### src/hdl/fda_pkg.sv
`timescale 1ns / 1ps
`default_nettype none

package fda_pkg;

    // Number format: signed, FRAC_BITS fraction bits, INT_BITS integer bits
    localparam int FRAC_BITS = 16;
    localparam int INT_BITS  = 31;
    localparam int VAL_W     = INT_BITS + FRAC_BITS + 1;
    localparam int IP_W      = INT_BITS + 1;

    // Text limits
    localparam int MAX_DP  = 6;
    localparam int MAX_OUT = 24;

    // Power of ten, elaboration only
    function automatic longint f_pow10(input int n);
        longint p;
        p = 1;
        for (int i = 0; i < n; i++) begin
            p = p * 10;
        end
        return p;
    endfunction

    // Decimal digits needed for 2^bits - 1, elaboration only
    function automatic int f_dec_digits(input int bits);
        longint unsigned lim;
        longint unsigned p;
        int              n;
        lim = (64'd1 << bits) - 64'd1;
        p   = 64'd1;
        n   = 0;
        for (int i = 0; i < 20; i++) begin
            if (p <= lim) begin
                p = p * 64'd10;
                n = n + 1;
            end
        end
        return n;
    endfunction

    localparam longint SCALE_MAX = f_pow10(MAX_DP);
    localparam int FD_W      = $clog2(SCALE_MAX + 1);
    localparam int PROD_W    = FRAC_BITS + FD_W;
    localparam int INT_DIGS  = f_dec_digits(INT_BITS);
    localparam int SH_W      = (INT_BITS > FD_W) ? INT_BITS : FD_W;
    localparam int CNT_W     = $clog2(SH_W + 1);
    localparam int DP_W      = 3;
    localparam int MC_W      = 5;
    localparam int LEN_W     = $clog2(MAX_OUT + 1);
    localparam int IIDX_W    = $clog2(INT_DIGS);
    localparam int FIDX_W    = $clog2(MAX_DP);

    // Configuration port
    localparam int CFG_IDX_W  = 8;
    localparam int CFG_DATA_W = 8;
    localparam logic [CFG_IDX_W-1:0] CFG_DECIMAL_PLACES = CFG_IDX_W'(0);
    localparam logic [CFG_IDX_W-1:0] CFG_MAX_CHARS      = CFG_IDX_W'(1);
    localparam logic [DP_W-1:0]      DP_RESET           = DP_W'(2);
    localparam logic [MC_W-1:0]      MC_RESET           = MC_W'(15);

    // ASCII codes
    localparam logic [7:0] CH_MINUS = 8'h2D;
    localparam logic [7:0] CH_DOT   = 8'h2E;
    localparam logic [7:0] CH_ZERO  = 8'h30;

    // 10^d for d in 0..MAX_DP, a small constant table
    function automatic logic [FD_W-1:0] f_scale(input logic [DP_W-1:0] d);
        logic [FD_W-1:0] s;
        s = FD_W'(1);
        for (int i = 0; i <= MAX_DP; i++) begin
            if (d == DP_W'(i)) begin
                s = FD_W'(f_pow10(i));
            end
        end
        return s;
    endfunction

    // Rounded and saturated parts of one value
    typedef struct packed {
        logic                neg;
        logic [INT_BITS-1:0] ip;
        logic [FD_W-1:0]     fd;
    } t_prep;

    // Decimal digits of one value
    typedef struct packed {
        logic                  neg;
        logic [INT_DIGS*4-1:0] ibcd;
        logic [MAX_DP*4-1:0]   fbcd;
    } t_bcd;

endpackage

`default_nettype wire

### src/hdl/fda_prep.sv
`timescale 1ns / 1ps
`default_nettype none

module fda_prep (
    input  wire                           i_clk,
    input  wire                           i_rst_n,
    input  wire                           i_start,
    input  wire  [fda_pkg::VAL_W-1:0]     i_value,
    input  wire  [fda_pkg::DP_W-1:0]      i_dp,
    output logic                          o_valid,
    output fda_pkg::t_prep                o_prep
);
    import fda_pkg::*;

    localparam logic [PROD_W:0] HALF = (PROD_W + 1)'(1) << (FRAC_BITS - 1);

    logic [3:0]          r_vld;
    logic                r_neg1, r_neg2, r_neg3;
    logic [VAL_W-1:0]    r_mag;
    logic [IP_W-1:0]     r_ip2, r_ip3;
    logic [PROD_W-1:0]   r_prod;
    logic [FD_W:0]       r_fdr;
    logic                r_carry;
    t_prep               r_out;

    logic [FD_W-1:0]     w_scale;
    logic [PROD_W:0]     w_sum;
    logic [FD_W:0]       w_fdr;
    logic [FD_W:0]       w_fd1;
    logic [IP_W-1:0]     w_ip1;
    logic                w_sat;

    assign w_scale = f_scale(i_dp);
    assign w_sum   = {1'b0, r_prod} + HALF;
    assign w_fdr   = w_sum[PROD_W:FRAC_BITS];
    assign w_fd1   = r_carry ? (r_fdr - {1'b0, w_scale}) : r_fdr;
    assign w_ip1   = r_ip3 + IP_W'(r_carry);
    assign w_sat   = w_ip1[INT_BITS];

    // Advance the stage valid chain
    always_ff @(posedge i_clk) begin
        if (!i_rst_n) begin
            r_vld <= '0;
        end else begin
            r_vld <= {r_vld[2:0], i_start};
        end
    end

    // Magnitude, fraction product, rounding, carry and saturation
    always_ff @(posedge i_clk) begin
        r_neg1 <= i_start ? i_value[VAL_W-1] : r_neg1;
        if (i_start) begin
            r_mag <= i_value[VAL_W-1] ? VAL_W'(~i_value + VAL_W'(1)) : i_value;
        end
        r_neg2  <= r_neg1;
        r_ip2   <= r_mag[VAL_W-1:FRAC_BITS];
        r_prod  <= PROD_W'(r_mag[FRAC_BITS-1:0]) * PROD_W'(w_scale);
        r_neg3  <= r_neg2;
        r_ip3   <= r_ip2;
        r_fdr   <= w_fdr;
        r_carry <= (w_fdr >= {1'b0, w_scale});
        r_out.neg <= r_neg3;
        r_out.ip  <= w_sat ? {INT_BITS{1'b1}} : w_ip1[INT_BITS-1:0];
        r_out.fd  <= w_sat ? (w_scale - FD_W'(1)) : w_fd1[FD_W-1:0];
    end

    assign o_valid = r_vld[3];
    assign o_prep  = r_out;

endmodule

`default_nettype wire

### src/hdl/fda_bcd.sv
`timescale 1ns / 1ps
`default_nettype none

module fda_bcd (
    input  wire                     i_clk,
    input  wire                     i_rst_n,
    input  wire                     i_start,
    input  fda_pkg::t_prep          i_prep,
    output logic                    o_done,
    output fda_pkg::t_bcd           o_bcd
);
    import fda_pkg::*;

    logic                  r_busy;
    logic                  r_done;
    logic [CNT_W-1:0]      r_cnt;
    logic [SH_W-1:0]       r_ish;
    logic [SH_W-1:0]       r_fsh;
    logic [INT_DIGS*4-1:0] r_ibcd;
    logic [MAX_DP*4-1:0]   r_fbcd;
    logic                  r_neg;

    logic [INT_DIGS*4-1:0] w_iadj;
    logic [MAX_DP*4-1:0]   w_fadj;

    // Add three to every digit of five or more before the shift
    always_comb begin
        logic [3:0] dig;
        dig = 4'd0;
        for (int k = 0; k < INT_DIGS; k++) begin
            dig = r_ibcd[k*4 +: 4];
            w_iadj[k*4 +: 4] = (dig >= 4'd5) ? (dig + 4'd3) : dig;
        end
        for (int k = 0; k < MAX_DP; k++) begin
            dig = r_fbcd[k*4 +: 4];
            w_fadj[k*4 +: 4] = (dig >= 4'd5) ? (dig + 4'd3) : dig;
        end
    end

    // Sequence one binary bit per cycle into both digit registers
    always_ff @(posedge i_clk) begin
        if (!i_rst_n) begin
            r_busy <= 1'b0;
            r_done <= 1'b0;
            r_cnt  <= '0;
        end else begin
            r_done <= 1'b0;
            if (i_start) begin
                r_busy <= 1'b1;
                r_cnt  <= CNT_W'(SH_W);
            end else if (r_busy) begin
                r_cnt <= r_cnt - CNT_W'(1);
                if (r_cnt == CNT_W'(1)) begin
                    r_busy <= 1'b0;
                    r_done <= 1'b1;
                end
            end
        end
    end

    // Shift data
    always_ff @(posedge i_clk) begin
        if (i_start) begin
            r_neg  <= i_prep.neg;
            r_ish  <= SH_W'(i_prep.ip);
            r_fsh  <= SH_W'(i_prep.fd);
            r_ibcd <= '0;
            r_fbcd <= '0;
        end else if (r_busy) begin
            r_ibcd <= {w_iadj[INT_DIGS*4-2:0], r_ish[SH_W-1]};
            r_fbcd <= {w_fadj[MAX_DP*4-2:0], r_fsh[SH_W-1]};
            r_ish  <= {r_ish[SH_W-2:0], 1'b0};
            r_fsh  <= {r_fsh[SH_W-2:0], 1'b0};
        end
    end

    assign o_done    = r_done;
    assign o_bcd.neg  = r_neg;
    assign o_bcd.ibcd = r_ibcd;
    assign o_bcd.fbcd = r_fbcd;

endmodule

`default_nettype wire

### src/hdl/fda_emit.sv
`timescale 1ns / 1ps
`default_nettype none

module fda_emit (
    input  wire                        i_clk,
    input  wire                        i_rst_n,
    input  wire                        i_start,
    input  fda_pkg::t_bcd              i_bcd,
    input  wire  [fda_pkg::DP_W-1:0]   i_dp,
    input  wire  [fda_pkg::LEN_W-1:0]  i_lim,
    output logic                       o_last_sent,
    output logic                       o_m_tvalid,
    input  wire                        i_m_tready,
    output logic [7:0]                 o_m_tdata,   // [7:0] out_char
    output logic                       o_m_tlast    // is_last
);
    import fda_pkg::*;

    typedef enum logic [2:0] {
        E_IDLE,
        E_SIGN,
        E_INT,
        E_DOT,
        E_FRAC
    } t_state;

    t_state                r_state;
    logic [INT_DIGS*4-1:0] r_ibcd;
    logic [MAX_DP*4-1:0]   r_fbcd;
    logic [IIDX_W-1:0]     r_iidx;
    logic [FIDX_W-1:0]     r_fidx;
    logic [LEN_W-1:0]      r_cnt;
    logic [LEN_W-1:0]      r_len;
    logic                  r_tvalid;
    logic [7:0]            r_tdata;
    logic                  r_tlast;

    logic [LEN_W-1:0]      w_nint;
    logic [LEN_W:0]        w_txt;
    logic [LEN_W-1:0]      w_len;
    logic                  w_step;
    logic                  w_last;
    logic [7:0]            w_char;

    // Count integer digits without leading zeros, at least one
    always_comb begin
        w_nint = LEN_W'(1);
        for (int i = 0; i < INT_DIGS; i++) begin
            if (i_bcd.ibcd[i*4 +: 4] != 4'd0) begin
                w_nint = LEN_W'(i + 1);
            end
        end
    end

    // Text length, cut to the limit
    assign w_txt = (LEN_W + 1)'(i_bcd.neg) + (LEN_W + 1)'(w_nint)
                 + ((i_dp != '0) ? ((LEN_W + 1)'(i_dp) + (LEN_W + 1)'(1)) : '0);
    assign w_len = (w_txt > (LEN_W + 1)'(i_lim)) ? i_lim : w_txt[LEN_W-1:0];

    assign w_step = (r_state != E_IDLE) && (!r_tvalid || i_m_tready);
    assign w_last = (LEN_W'(r_cnt + LEN_W'(1)) == r_len);

    // Select the character for the current position
    always_comb begin
        case (r_state)
            E_SIGN:  w_char = CH_MINUS;
            E_INT:   w_char = CH_ZERO | {4'd0, r_ibcd[{r_iidx, 2'b00} +: 4]};
            E_DOT:   w_char = CH_DOT;
            E_FRAC:  w_char = CH_ZERO | {4'd0, r_fbcd[{r_fidx, 2'b00} +: 4]};
            default: w_char = CH_ZERO;
        endcase
    end

    // Walk sign, integer digits, point and fraction digits
    always_ff @(posedge i_clk) begin
        if (!i_rst_n) begin
            r_state  <= E_IDLE;
            r_cnt    <= '0;
            r_len    <= '0;
            r_iidx   <= '0;
            r_fidx   <= '0;
            r_tvalid <= 1'b0;
            r_tdata  <= '0;
            r_tlast  <= 1'b0;
        end else begin
            if (i_start) begin
                r_ibcd  <= i_bcd.ibcd;
                r_fbcd  <= i_bcd.fbcd;
                r_iidx  <= IIDX_W'(w_nint - LEN_W'(1));
                r_fidx  <= FIDX_W'(i_dp - DP_W'(1));
                r_cnt   <= '0;
                r_len   <= w_len;
                r_state <= i_bcd.neg ? E_SIGN : E_INT;
            end else if (w_step) begin
                r_cnt <= r_cnt + LEN_W'(1);
                if (w_last) begin
                    r_state <= E_IDLE;
                end else begin
                    case (r_state)
                        E_SIGN: r_state <= E_INT;
                        E_INT: begin
                            if (r_iidx == '0) begin
                                r_state <= E_DOT;
                            end else begin
                                r_iidx <= r_iidx - IIDX_W'(1);
                            end
                        end
                        E_DOT:  r_state <= E_FRAC;
                        E_FRAC: r_fidx <= r_fidx - FIDX_W'(1);
                        default: r_state <= E_IDLE;
                    endcase
                end
            end

            // Hold the output register until the transfer
            if (w_step) begin
                r_tvalid <= 1'b1;
                r_tdata  <= w_char;
                r_tlast  <= w_last;
            end else if (i_m_tready) begin
                r_tvalid <= 1'b0;
            end
        end
    end

    assign o_last_sent = w_step && w_last;
    assign o_m_tvalid  = r_tvalid;
    assign o_m_tdata   = r_tdata;
    assign o_m_tlast   = r_tlast;

endmodule

`default_nettype wire

### src/hdl/fixed_to_decimal_ascii.sv
`timescale 1ns / 1ps
`default_nettype none

// Channel   Direction  Handshake                Payload
// s         in         i_s_tvalid / o_s_tready  i_s_tdata[47:0] value (Q31.16)
// m         out        o_m_tvalid / i_m_tready  o_m_tdata[7:0] out_char, o_m_tlast is_last
// cfg       in         i_cfg_valid / o_cfg_ready i_cfg_index, i_cfg_data
//
// One value at a time: pipelined rounding, bit-serial binary to BCD conversion, then
// one character per cycle (up to 18) when the sink is ready.
// The next value is taken the cycle after its last character enters the output register.
// Synchronous active-low reset clears control and sets decimal_places 2, max_chars 15.
// A stalled sink holds the character sequencer; o_s_tready stays low until the last
// character is loaded into the output register.

module fixed_to_decimal_ascii (
    input  wire                             i_clk,
    input  wire                             i_rst_n,
    input  wire                             i_s_tvalid,
    output logic                            o_s_tready,
    input  wire  [fda_pkg::VAL_W-1:0]       i_s_tdata,   // [47:0] value
    output logic                            o_m_tvalid,
    input  wire                             i_m_tready,
    output logic [7:0]                      o_m_tdata,   // [7:0] out_char
    output logic                            o_m_tlast,   // is_last
    input  wire                             i_cfg_valid,
    output logic                            o_cfg_ready,
    input  wire  [fda_pkg::CFG_IDX_W-1:0]   i_cfg_index,
    input  wire  [fda_pkg::CFG_DATA_W-1:0]  i_cfg_data
);
    import fda_pkg::*;

    logic [DP_W-1:0]  r_dp;
    logic [MC_W-1:0]  r_mc;
    logic             r_busy;

    logic [DP_W-1:0]  w_dp;
    logic [LEN_W-1:0] w_lim;
    logic             w_accept;
    logic             w_prep_vld;
    t_prep            w_prep;
    logic             w_bcd_done;
    t_bcd             w_bcd;
    logic             w_last_sent;

    // Clamp the register values
    assign w_dp  = (r_dp > DP_W'(MAX_DP)) ? DP_W'(MAX_DP) : r_dp;
    assign w_lim = (r_mc == '0) ? LEN_W'(1)
                 : (LEN_W'(r_mc) > LEN_W'(MAX_OUT)) ? LEN_W'(MAX_OUT) : LEN_W'(r_mc);

    assign o_cfg_ready = 1'b1;
    assign o_s_tready  = !r_busy;
    assign w_accept    = i_s_tvalid && !r_busy;

    // Configuration writes and item tracking
    always_ff @(posedge i_clk) begin
        if (!i_rst_n) begin
            r_dp   <= DP_RESET;
            r_mc   <= MC_RESET;
            r_busy <= 1'b0;
        end else begin
            if (i_cfg_valid) begin
                if (i_cfg_index == CFG_DECIMAL_PLACES) begin
                    r_dp <= i_cfg_data[DP_W-1:0];
                end else if (i_cfg_index == CFG_MAX_CHARS) begin
                    r_mc <= i_cfg_data[MC_W-1:0];
                end
            end
            if (w_accept) begin
                r_busy <= 1'b1;
            end else if (w_last_sent) begin
                r_busy <= 1'b0;
            end
        end
    end

    fda_prep u_prep (
        .i_clk   (i_clk),
        .i_rst_n (i_rst_n),
        .i_start (w_accept),
        .i_value (i_s_tdata),
        .i_dp    (w_dp),
        .o_valid (w_prep_vld),
        .o_prep  (w_prep)
    );

    fda_bcd u_bcd (
        .i_clk   (i_clk),
        .i_rst_n (i_rst_n),
        .i_start (w_prep_vld),
        .i_prep  (w_prep),
        .o_done  (w_bcd_done),
        .o_bcd   (w_bcd)
    );

    fda_emit u_emit (
        .i_clk       (i_clk),
        .i_rst_n     (i_rst_n),
        .i_start     (w_bcd_done),
        .i_bcd       (w_bcd),
        .i_dp        (w_dp),
        .i_lim       (w_lim),
        .o_last_sent (w_last_sent),
        .o_m_tvalid  (o_m_tvalid),
        .i_m_tready  (i_m_tready),
        .o_m_tdata   (o_m_tdata),
        .o_m_tlast   (o_m_tlast)
    );

endmodule

`default_nettype wire

### config.mk
export PLATFORM = sky130hd
export DESIGN_NAME = fixed_to_decimal_ascii
export DESIGN_NICKNAME = d
export VERILOG_FILES = /design/src/hdl/fda_pkg.sv /design/src/hdl/fda_prep.sv /design/src/hdl/fda_bcd.sv /design/src/hdl/fda_emit.sv /design/src/hdl/fixed_to_decimal_ascii.sv
export SDC_FILE = /design/constraint.sdc
export NUM_CORES = 1
export LEC_CHECK = 0
export ABC_AREA = 1
export BUFFER_PORTS_ARGS = -buffer_cell sky130_fd_sc_hd__buf_2
export CAP_MARGIN = 20
export CORE_ASPECT_RATIO = 0.75
export CORE_UTILIZATION = 28
export CTS_BUF_LIST = sky130_fd_sc_hd__clkbuf_8
export CTS_CLUSTER_SIZE = 30
export DETAILED_ROUTE_END_ITERATION = 8
export GPL_TIMING_DRIVEN = 0
export RECOVER_POWER = 50
export SETUP_SLACK_MARGIN = 0.5
export SYNTH_ARGS = -nofsm -noshare
export SYNTH_HDL_FRONTEND = slang
export SYNTH_SLANG_ARGS = --single-unit
### constraint.sdc
create_clock -name i_clk -period 20 [get_ports i_clk]
set_input_delay 4 -clock i_clk [delete_from_list [all_inputs] [get_ports i_clk]]
set_output_delay 4 -clock i_clk [all_outputs]
set_load 0.03 [all_outputs]
After elaboration in Yosys (flattened, before gate mapping)
Index checks and enable logic that the tools add are counted.
{"block": "op_classes", "addsub": 30, "mul": 1, "div_mod_pow": 0, "order_cmp": 20, "n_eq_ne": 17, "shift": 2, "muxes": 69, "n_bitwise": 4, "n_reduce_logical": 34}
{"op": "20-bit two-way mux", "count": 5}
{"op": "4-bit two-way mux", "count": 20}
{"op": "5-bit two-way mux", "count": 13}
{"op": "4-bit by 3-bit >= comparator with 1-bit output (second input constant)", "count": 16}
{"op": "31-bit two-way mux", "count": 2}
{"op": "4-bit by 2-bit adder with 4-bit output (second input constant)", "count": 14}
{"op": "48-bit by 1-bit adder with 48-bit output (second input constant)", "count": 1}
{"op": "48-bit inverter", "count": 1}
{"op": "47-bit two-way mux", "count": 1}
{"op": "40-bit by 7-bit variable part select with 4-bit output", "count": 1}
{"op": "36-bit by 16-bit adder with 37-bit output (second input constant)", "count": 1}
{"op": "16-bit by 20-bit multiplier with 36-bit output", "count": 1}
{"op": "4-bit nonzero test", "count": 9}
{"op": "3-bit two-way mux", "count": 11}
{"op": "32-bit by 1-bit adder with 32-bit output", "count": 1}
{"op": "24-bit by 6-bit variable part select with 4-bit output", "count": 1}
{"op": "21-bit by 20-bit >= comparator with 1-bit output", "count": 1}
{"op": "5-bit case mux with 4 select lines", "count": 1}
{"op": "20-bit by 1-bit subtractor with 20-bit output (second input constant)", "count": 1}
{"op": "20-bit subtractor", "count": 1}
{"op": "17-bit two-way mux", "count": 1}
{"op": "14-bit two-way mux", "count": 1}
{"op": "3-bit by 2-bit equality test with 1-bit output (second input constant)", "count": 4}
{"op": "3-bit equality test (second input constant)", "count": 4}
{"op": "38 further kinds", "count": 65}
{"block": "word_totals", "regBits": 465, "latchBits": 0, "mem_bits_rw": 0, "mem_bits_ro": 0, "output_inout_bits": 12, "memories": 0}

Logic depth before layout (Yosys ltp)
Gate-level depths: netlist (run 1).
{"block": "depth", "ltp_word": 14, "depth_mapped": 35, "depth_no_buf": 33}

By module
A second synthesis (run 1) with hierarchy kept.
{"block": "hier_totals", "hier_cells": 3897, "hier_area_um2": 31177.4}
{"module": "fda_prep", "instances": 1, "cells_per_inst": 2412, "area_each_um2": 19392.3}
{"module": "fda_bcd", "instances": 1, "cells_per_inst": 868, "area_each_um2": 6542.5}
{"module": "fda_emit", "instances": 1, "cells_per_inst": 533, "area_each_um2": 4709.5}
{"module": "fixed_to_decimal_ascii", "instances": 1, "cells_per_inst": 84, "area_each_um2": 533.0}

Worst setup path before layout (run 1)
OpenSTA, ideal clock, no wires.
{"block": "synth_path", "path_kind": "reg2reg", "start": "register r_dp[1]", "end": "register u_prep.r_prod[33]", "setup_ns": 0.112, "t_arrival_ns": 6.675, "t_required_ns": 19.888, "setup_slack_ns": 13.213, "path_stages_with_launch": 31, "n_path_buf": 4, "synth_period_minus_slack_ns": 6.787, "cell_sequence": "dfxtp_1 -> clkbuf_1 -> a21oi_1 -> inv_1 -> ha_1 -> buf_2 -> nand2_1 -> buf_2 -> buf_1 -> nor2_1 -> fa_1 -> fa_1 -> inv_1 -> fa_1 -> inv_1 -> fa_1 -> inv_1 -> fa_1 -> fa_1 -> inv_1 -> ha_1 -> nand2_1 -> nand2_1 -> a31oi_1 -> nor2_1 -> nor2_1 -> nor2_1 -> a211oi_1 -> nand2_1 -> nand2_1 -> nand2_1"}
{"block": "synth_via", "elab_chain_len": 10, "word_cells_on_any_way": 15, "cone_classes": "mul (1); order compare (1); eq/ne (6); mux (7)"}
{"item": "from (decl)", "line": "fixed_to_decimal_ascii.sv:33", "rtl": "logic [DP_W-1:0] r_dp;"}
{"item": "from (signal assigned)", "line": "fixed_to_decimal_ascii.sv:64", "rtl": "r_dp <= i_cfg_data[DP_W-1:0];"}
{"item": "3-bit greater-than comparator", "line": "fixed_to_decimal_ascii.sv:47", "rtl": "assign w_dp = (r_dp > DP_W'(MAX_DP)) ? DP_W'(MAX_DP) : r_dp;"}
{"item": "3-bit two-way mux *", "line": "fixed_to_decimal_ascii.sv:47"}
{"item": "3-bit by 1-bit equality test with 1-bit output", "line": "fda_pkg.sv:73", "rtl": "if (d == DP_W'(i)) begin"}
{"item": "4-bit two-way mux", "line": "fda_pkg.sv:73"}
{"item": "7-bit two-way mux", "line": "fda_pkg.sv:73"}
{"item": "10-bit two-way mux", "line": "fda_pkg.sv:73"}
{"item": "14-bit two-way mux", "line": "fda_pkg.sv:73"}
{"item": "17-bit two-way mux", "line": "fda_pkg.sv:73"}
{"item": "20-bit two-way mux *", "line": "fda_pkg.sv:73"}
{"item": "16-bit by 20-bit multiplier with 36-bit output *", "line": "fda_prep.sv:57", "rtl": "r_prod <= PROD_W'(r_mag[FRAC_BITS-1:0]) * PROD_W'(w_scale);"}
{"item": "to (signal assigned)", "line": "fda_prep.sv:57"}
{"item": "to (decl)", "line": "fda_prep.sv:21", "rtl": "logic [PROD_W-1:0] r_prod;"}
Mark *: on every way between the ends. The rest lies on a longest branch, timed or not.
A chain may end at the register's enable or synchronous reset.

Worst setup path after layout (run 1)
Same ends and word-level chain as after synthesis.

==> results of run 1 <==
-- metal layers --
layer | up-vias | global-route usage [%] | share of wire, %
met5 | - | 0 | 0.070
met4 | 10 | 3.89 | 1.8
met3 | 134 | 4.54 | 9.4
met2 | 862 | 21.4 | 40
met1 | 11400 | 23.1 | 49
li1 | 11700 | - | -
-- kinds of logic after synthesis --
| logic type | share of synthesized area [%] |
|---|---|
| buffers and inverters | 9.25 |
| adders and majority gates | 23.6 |
| muxes | 0.132 |
| AOI/OAI and AO/OA | 8.67 |
| xor gates and xnor gates | 4.05 |
| and+or+nand+nor | 19.1 |
| other | 0.0248 |
| DFF | 35.1 |
-- flip-flops by register name (all words and copies together) (netlist names), 6 cells and up --
name	flops
u_prep.r_ip2	32
u_bcd.r_ish	31
u_bcd.r_fbcd	24
u_prep.r_prod	21
u_prep.r_fdr	20
u_emit.r_fbcd	24
u_prep.o_prep	52
u_prep.r_ip3	32
u_emit.r_ibcd	40
u_emit.o_m_tdata	6
u_bcd.r_ibcd	40
u_bcd.r_fsh	31
u_prep.r_mag	48
-- placed cells by master (no fill, tap or decap), types with 10 or more instances in the layout --
cell	netlist	final
clkbuf_8	0	76
fa_1	221	221
buf_1	14	13
edfxtp_1	165	165
nand2_1	691	692
buf_2	10	82
nor2_1	344	346
xnor2_1	35	35
nor3_1	37	37
dfxtp_1	283	283
o21ai_0	213	213
ha_1	217	217
o31ai_1	10	10
clkbuf_1	54	58
o22ai_1	35	35
inv_2	9	10
clkinv_1	7	10
xor2_1	103	103
a21oi_1	118	118
nor4_1	16	16
nand3_1	136	137
o211ai_1	28	28
a31oi_1	19	19
or2_2	19	19
inv_1	630	658
nand4_1	45	45
-- layout make-up --
| cell class | count | area, um^2 | share of cell area (%) |
|---|---|---|---|
| Multi-Input combinational cell | 2401 | 16800 | 49.7 |
| Sequential cell | 448 | 10600 | 31.4 |
| Inverter | 647 | 2430 | 7.19 |
| Tap cell | 1417 | 1770 | 5.24 |
| Clock buffer | 76 | 1050 | 3.09 |
| Timing Repair Buffer | 75 | 398 | 1.18 |
| Clock inverter | 53 | 373 | 1.10 |
| Buffer | 85 | 357 | 1.05 |
| Antenna cell | 3 | 7.51 | 0.0222 |
-- per-stage QoR --
stage               instances  hold slack (ns)
floorplan                3581            0.310
global placement         5072            0.311
detailed placement       5073            0.312
CTS                      5202            0.325
global route             5205            0.325
finish                   5205            0.323
-- power groups by stage --
stage / combinational, mW / clock (mW) / sequential (mW)
after floorplan: 0.644 / 0 / 1.16
after global placement: 0.882 / 0 / 1.19
after detailed placement: 0.898 / 0 / 1.19
after CTS: 0.905 / 0.814 / 1.17
after global routing: 1.04 / 0.856 / 1.19
final: 0.910 / 0.792 / 1.17
-- worst register-to-register path, delay by kind of cell, from the launching register on --
family / cells / cell delay, ns
AO/OA/AOI/OAI: 4 / 1.00
adder cells (fa/ha/maj): 8 / 3.77
buffers and inverters: 12 / 2.44
flip-flops: 1 / 0.52
AND/OR/NAND/NOR: 9 / 1.43
-- worst paths after layout --
kind / end / depth (start not counted)
max reg2reg: u_prep.r_prod[33] / 33
min reg2reg: u_prep.r_ip3[12] / 0
min: u_prep.r_ip3[12] / 0
max: u_prep.r_prod[33] / 33
==> flow_metrics.tcl, run 1 <==
set metrics [dict create \
    yosysMostFrequentCell "nand2_1" \
    rows 103 \
    setup_ws_ns 10.70 \
    cp_data_arrival_time_ns 9.86 \
    r2r_start "r_dp[1]" \
    clkSinkCount 448 \
    fill_cells 11300 \
    p_sw_share_pct 37.3 \
    port_buffers 74 \
    drtIter0Drc 1978 \
    startpoint "r_dp[1]" \
    drt-total-wl_um 84400 \
    slowest_stage "clkbuf_1" \
    start_util_pct 28.5 \
    hold_viol_final 0 \
    hold_buffers 0 \
    dp_slack_ns 11.01 \
    grt_pass1_vias 23200 \
    p_comb_share_pct 31.7 \
    worstSetupEndpointType "flip-flop" \
    setup_violations 0 \
    drcViolationCount 0 \
    drv_cap 1 \
    timing.final.crit_share_pct 46.5 \
    p_switching_mw 1.07 \
    groute.usage.overall_pct 15.5 \
    synth_commonest_cells "nand2_1 (691), inv_1 (630), nor2_1 (344)" \
    cts_resized 0 \
    place_area_mm2 0.0324 \
    synthDominantCellAreaShare_pct 18.7 \
    syn_inst 3579 \
    yosys_warnings 0 \
    finalSetupTns_ns 0 \
    synth_top_cell_by_area "dfxtp_1" \
    cts_root_buffer "clkbuf_8" \
    vias 24100 \
    place.gp.congestion 0.928 \
    final_area_mm2 0.0338 \
    vdd_ir_drop_max_mv 0.0539 \
    die_h_um 287 \
    pwr-share-seq_pct 40.8 \
    ys.flop_type "dfxtp_1" \
    violations "capacitance limit, slew limit" \
    clock.fmax_ghz 0.107 \
    post_synth_main_area_contributors "dfxtp_1 (19%), edfxtp_1 (16%), fa_1 (15%)" \
    nNetsFinal 4235 \
    p_leak_nw 16.0 \
    detail-route-antenna-nets 0 \
    power.share.clock_pct 27.6 \
    via_per_inst 4.63 \
    min_from "u_prep.r_ip2[12]" \
    critPathBufInv 12 \
    die_area_mm2 0.109 \
    cts_tree "yes" \
    finClkSkew_ns 0.0534 \
    ys_seq_elements 448 \
    grt_max_degree 70 \
    path_class "flip-flop to flip-flop" \
    power_density_mw_per_mm2 85.0 \
    rsz0062_at_grt "no" \
    antenna_found_initial 12 \
    outcome "finished with violations" \
    layout-drive-gt1-share_pct 6.61 \
    ios 81 \
    firstDrtPassIters 6 \
    finalPower_mw 2.87 \
    r2r_slack_ns 10.70 \
    critPathTopFamily "adder cells" \
    cp_max_fo 10 \
    h-tree-depth 3 \
    intPower_mw 1.80 \
    hold_class "flip-flop to flip-flop" \
    slew_headroom_pct -136 \
    wl_per_cell_um 16.2 \
    syn_area_mm2 0.0302 \
    dp_hpwl_um 67300 \
    clock_path_buffers 3 \
    post-route-min-period_ns 9.30 \
    overflow 0 \
    synth_area_per_cell_um2 8.45 \
    postCtsSetupRepairBufs 0 \
    path_common_cell "inv_1" \
    slowest_delay_ns 0.80 \
    grt_pass1_wl_um 132000 \
    required_ns 20.56 \
    max_slew.worst_pin.slew_ns 3.55 \
    cts_inserted_buffers 70 \
    die_w_um 381 \
    synth-async-reset-ratio_pct 0 \
    ys_seq_area_share_pct 35.1 \
    area.growth.synth_to_final_pct 11.8 \
    cp-start-kind "flip-flop" \
    synth_edf_count 165 \
    clkSlewWorstSetupHoldPaths_ns 0.07 \
    coreArea_mm2 0.106 \
    post-route-util_pct 31.8 \
    ys_types 62 \
    clkLatencyLatePin_ns 0.73 \
    drv_slew 61 \
]
Power figures use the tool's default switching activity.
==> run 2: changes to the inputs <==
clock period = 8.25 ns   (was 20 ns; I/O delays follow)
==> flow_metrics.tcl, run 2 (synthesis results as in run 1) <==
set metrics [dict create \
    cp-start-kind "flip-flop" \
    worstSetupEndpointType "flip-flop" \
    layout_common_cells "nand2_1 (689), inv_1 (659), nor2_1 (338)" \
    required_ns 8.81 \
    violations "capacitance limit, slew limit" \
    grtUsageMet3_pct 4.63 \
    post-route-min-period_ns 7.49 \
    die_area_mm2 0.109 \
    hold_buffers 0 \
    firstDrtPassIters 5 \
    finalPower_mw 7.00 \
    grt_max_degree 70 \
    p_comb_share_pct 32.0 \
    port_buffers 74 \
    p_sw_share_pct 37.4 \
    rsz0062_at_grt "yes" \
    timing.final.crit_share_pct 90.8 \
    coreArea_mm2 0.106 \
    cts_inserted_buffers 70 \
    area.growth.synth_to_final_pct 12.7 \
    wl_per_cell_um 16.2 \
    hold_viol_final 0 \
    cts_root_buffer "clkbuf_8" \
    via_per_inst 4.62 \
    clock.fmax_ghz 0.134 \
    drcViolationCount 0 \
    grt-busiest-layer "met1" \
    power_density_mw_per_mm2 206 \
    dp_hpwl_um 67300 \
    h-tree-depth 3 \
    drtIter0Drc 1863 \
    clock_path_buffers 3 \
    cp_data_arrival_time_ns 8.05 \
    die_w_um 381 \
    max_slew.worst_pin.slew_ns 3.04 \
    clkLatencyLatePin_ns 0.74 \
    regArea_mm2 0.0106 \
    p_switching_mw 2.62 \
    r2r_slack_ns 0.76 \
    grt_pass1_wl_um 132000 \
    finClkSkew_ns 0.0548 \
    drv_cap 1 \
    drv_slew 70 \
    ios 81 \
    vias 24000 \
    path_class "flip-flop to flip-flop" \
    detail-route-antenna-nets 0 \
    final_cells 5209 \
    overflow 0 \
    rows 103 \
    setup_violations 0 \
    clkSlewWorstSetupHoldPaths_ns 0.07 \
    grt_pass1_vias 23200 \
    p_leak_nw 16.1 \
    drt-total-wl_um 84300 \
    nNetsFinal 4238 \
    groute.usage.overall_pct 15.5 \
    intPower_mw 4.38 \
    antenna_found_initial 10 \
    multiInputGateArea_mm2 0.0170 \
    outcome "finished with violations" \
    start_util_pct 28.5 \
    fill_cells 11300 \
    largest_reg_flops 52 \
    hold_class "flip-flop to flip-flop" \
    vdd_ir_drop_max_mv 0.133 \
    die_h_um 287 \
    layout-drive-gt1-share_pct 7.63 \
    place.gp.congestion 0.928 \
    cts_tree "yes" \
    slowest_stage "fa_1" \
    slew_headroom_pct -104 \
    use_met2_pct 21.4 \
    met1_usage_pct 23.1 \
    slowest_delay_ns 0.59 \
    final_common_cell "nand2_1" \
    place_inst 5073 \
    pwr-share-seq_pct 40.5 \
    cp_max_fo 11 \
    finalSetupTns_ns 0 \
    clkSinkCount 448 \
    power.share.clock_pct 27.5 \
]
-- run 2: path summary, 6_finish.rpt --
path	endpoint	start	cells past startpoint
max	u_prep.r_prod[33]	r_dp[1]	30
min	u_prep.r_ip3[0]	u_prep.r_ip2[0]	0
max reg2reg	u_prep.r_prod[33]	r_dp[1]	30
min reg2reg	u_prep.r_ip3[0]	u_prep.r_ip2[0]	0
-- run 2: routing by layer --
layer	part of all wire [%]	wire length, um
met1	49	41300
met2	40	33500
met3	9.4	7950
met4	1.7	1440
met5	0.070	59
-- run 2: stage by stage --
step	instance area [um^2]	hold WS (ns)	utilization, %	setup slack (ns)
detailed placement	32400	0.312	30.5	-0.743
finish	34100	0.322	32.1	0.761
global placement	32400	0.311	30.5	-0.735
global route	34100	0.325	32.1	0.483
CTS	33900	0.325	32.0	0.525
floorplan	30200	0.310	-	1.46
-- run 2: area by class of cell --
| type | instances | share of cell area, % |
|---|---|---|
| Multi-Input combinational cell | 2401 | 49.8 |
| Sequential cell | 448 | 31.2 |
| Inverter | 647 | 7.14 |
| Tap cell | 1417 | 5.20 |
| Clock buffer | 76 | 3.07 |
| Buffer | 85 | 1.24 |
| Timing Repair Buffer | 78 | 1.23 |
| Clock inverter | 53 | 1.09 |
| Antenna cell | 4 | 0.0294 |
-- run 2: worst max-delay path: cells and delay by family, from the launching register on --
kind | cells | cell delay [ns]
compound gates | 3 | 0.64
fa+ha+maj | 8 | 3.76
buf+inv | 9 | 1.15
flops | 1 | 0.39
simple gates | 10 | 1.37
-- run 2: timing repair --
| item | CTS | global route |
|---|---|---|
| pin swaps | 0 | 5 |
| gates resized for setup | 38 | 42 |
| endpoints found under the setup margin | 21 | 21 |
| buffers inserted | 0 | 3 |
-- run 2: power by group through the flow --
stage          clock [mW]  sequential [mW]  combinational [mW]
2_1_floorplan           0             2.81                1.56
6_report             1.92             2.84                2.24
4_1_cts              1.97             2.83                2.20
5_1_grt              2.07             2.88                2.55
3_3_place_gp            0             2.87                2.14
3_5_place_dp            0             2.88                2.18
==> run 3: changes to the inputs <==
BUFFER_PORTS_ARGS = -buffer_cell sky130_fd_sc_hd__buf_4   (was -buffer_cell sky130_fd_sc_hd__buf_2)
MAX_ROUTING_LAYER = met4   (was not set)
==> flow_metrics.tcl, run 3 (synthesis results as in run 1) <==
set metrics [dict create \
    setup_violations 0 \
    via_per_inst 4.62 \
    ios 81 \
    pwr-share-seq_pct 40.6 \
    drcViolationCount 0 \
    slowest_delay_ns 0.61 \
    hold_class "flip-flop to flip-flop" \
    rows 103 \
    post-route-util_pct 32.2 \
    r2r_start "r_dp[1]" \
    crit_path_end "u_prep.r_prod[33]" \
    worst-r2r-cell-count 29 \
    wl_met1_um 41400 \
    groute.usage.overall_pct 16.0 \
    cp_data_arrival_time_ns 8.05 \
    holdWs_ns 0.298 \
    clkSinkCount 448 \
    path_class "flip-flop to flip-flop" \
    h-tree-depth 3 \
    final_cells 5204 \
    p_sw_share_pct 36.6 \
    place.gp.congestion 0.949 \
    die_h_um 287 \
    cts_tree "yes" \
    power.share.clock_pct 27.7 \
    clkSlewWorstSetupHoldPaths_ns 0.11 \
    rsz0062_at_grt "yes" \
    final_common_cell "nand2_1" \
    p_leak_nw 16.1 \
    firstDrtPassIters 5 \
    finClkSkew_ns 0.0608 \
    timing.final.crit_share_pct 91.3 \
    top_layer "met4" \
    antenna_found_initial 1 \
    largest_reg_flops 52 \
    outcome "finished with violations" \
    violations "capacitance limit, slew limit" \
    dp_hpwl_um 67300 \
    drv_slew 70 \
    intPower_mw 4.43 \
    clock_path_buffers 3 \
    overflow 0 \
    vias 24000 \
    area.growth.synth_to_final_pct 13.2 \
    layout-drive-gt1-share_pct 7.47 \
    cts_root_buffer "clkbuf_8" \
    drv_cap 1 \
    slowest_stage "fa_1" \
    layout_common_cells "nand2_1 (689), inv_1 (656), nor2_1 (343)" \
    grt_max_degree 70 \
    max_slew.worst_pin.slew_ns 3.01 \
    timing.rr.end "u_prep.r_prod[33]" \
    power_density_mw_per_mm2 204 \
    nNetsFinal 4239 \
    place_inst 5073 \
    cp_max_fo 13 \
    vdd_ir_drop_max_mv 0.113 \
    wl_met3_um 8060 \
    startpoint "r_dp[1]" \
    required_ns 8.76 \
    setup_ws_ns 0.715 \
    detail-route-antenna-nets 0 \
    r2r_slack_ns 0.71 \
    grt_pass1_wl_um 132000 \
    p_switching_mw 2.56 \
    coreArea_mm2 0.106 \
    wl_per_cell_um 16.2 \
    drtIter0Drc 1983 \
    clkLatencyLatePin_ns 0.70 \
    clock.fmax_ghz 0.133 \
    finalPower_mw 6.98 \
    slew_headroom_pct -102 \
    worstSetupEndpointType "flip-flop" \
    cp-start-kind "flip-flop" \
    grt_pass1_vias 23300 \
    die_w_um 381 \
    fill_cells 11200 \
    drt-total-wl_um 84300 \
    die_area_mm2 0.109 \
    hold_buffers 0 \
    port_buffers 74 \
    p_comb_share_pct 31.7 \
    wl_met2_um 33800 \
    dp_slack_ns -0.720 \
    cts_inserted_buffers 68 \
    hold_viol_final 0 \
    post-route-min-period_ns 7.54 \
    start_util_pct 28.5 \
]
==> run 3: changes by cell type in the layout (fill, tap and decap cells not counted), sizes merged <==
cell	delta
clkbuf	+7
clkinv	-7
inv	-5
diode	-3
clkinvlp	+2
bufinv	+1
==> run 3: timing repair <==
| item | CTS | global route |
|---|---|---|
| buffers inserted | 0 | 6 |
| pin swaps | 0 | 6 |
| resized for setup | 40 | 25 |
| endpoints found under the setup margin | 21 | 20 |
==> run 3: routing by layer <==
layer / vias up / global-route usage (%)
met4: 0 / 3.21
met1: 11300 / 23.1
li1: 11700 / -
met3: 94 / 4.63
met5: - / -
met2: 878 / 21.8
==> run 3: power by group through the flow <==
stage | Sequential (mW) | Combinational [mW] | Clock (mW)
5_1_grt | 2.87 | 2.53 | 2.09
2_1_floorplan | 2.81 | 1.56 | 0
3_5_place_dp | 2.88 | 2.17 | 0
6_report | 2.84 | 2.21 | 1.94
4_1_cts | 2.83 | 2.20 | 1.98
3_3_place_gp | 2.87 | 2.15 | 0
==> run 3: stage by stage <==
step / area [um^2] / TNS [ns]
6_report: 34200 / 0
5_1_grt: 34200 / 0
4_1_cts: 34100 / 0
3_5_place_dp: 32600 / -9.62
3_3_place_gp: 32600 / -10.07
2_1_floorplan: 30200 / 0
==> run 3: final cells by class <==
cell class              count  area (um^2)  area share [%]
diodes                      1         2.50         0.00731
plain buffers              85          423            1.24
clock buffers              80         1100            3.22
clock inverters            44          307           0.896
inverters                 647         2440            7.12
multi-input cells        2401        16900            49.5
flip-flops and latches    448        10600            31.1
well taps                1417         1770            5.18
repair buffers             81          613            1.79
==> run 3: worst min path at each step <==
stage / start / to / depth (start not counted)
finish: u_prep.r_neg2 / u_prep.r_neg3 / 0
global route: u_prep.r_neg2 / u_prep.r_neg3 / 0
CTS: u_prep.r_neg2 / u_prep.r_neg3 / 0
detailed placement: u_prep.r_ip2[24] / u_prep.r_ip3[24] / 0
global placement: u_prep.r_ip2[29] / u_prep.r_ip3[29] / 0
floorplan: u_prep.r_neg3 / u_prep.o_prep[51] / 0
==> run 3: worst max-delay path, delay by kind of cell, from the launching register on <==
kind	cells	cell delay, ns
buffers and inverters	10	1.47
AND/OR/NAND/NOR	7	0.89
AO/OA/AOI/OAI	4	0.68
flip-flops	1	0.42
adder cells (fa/ha/maj)	8	3.88
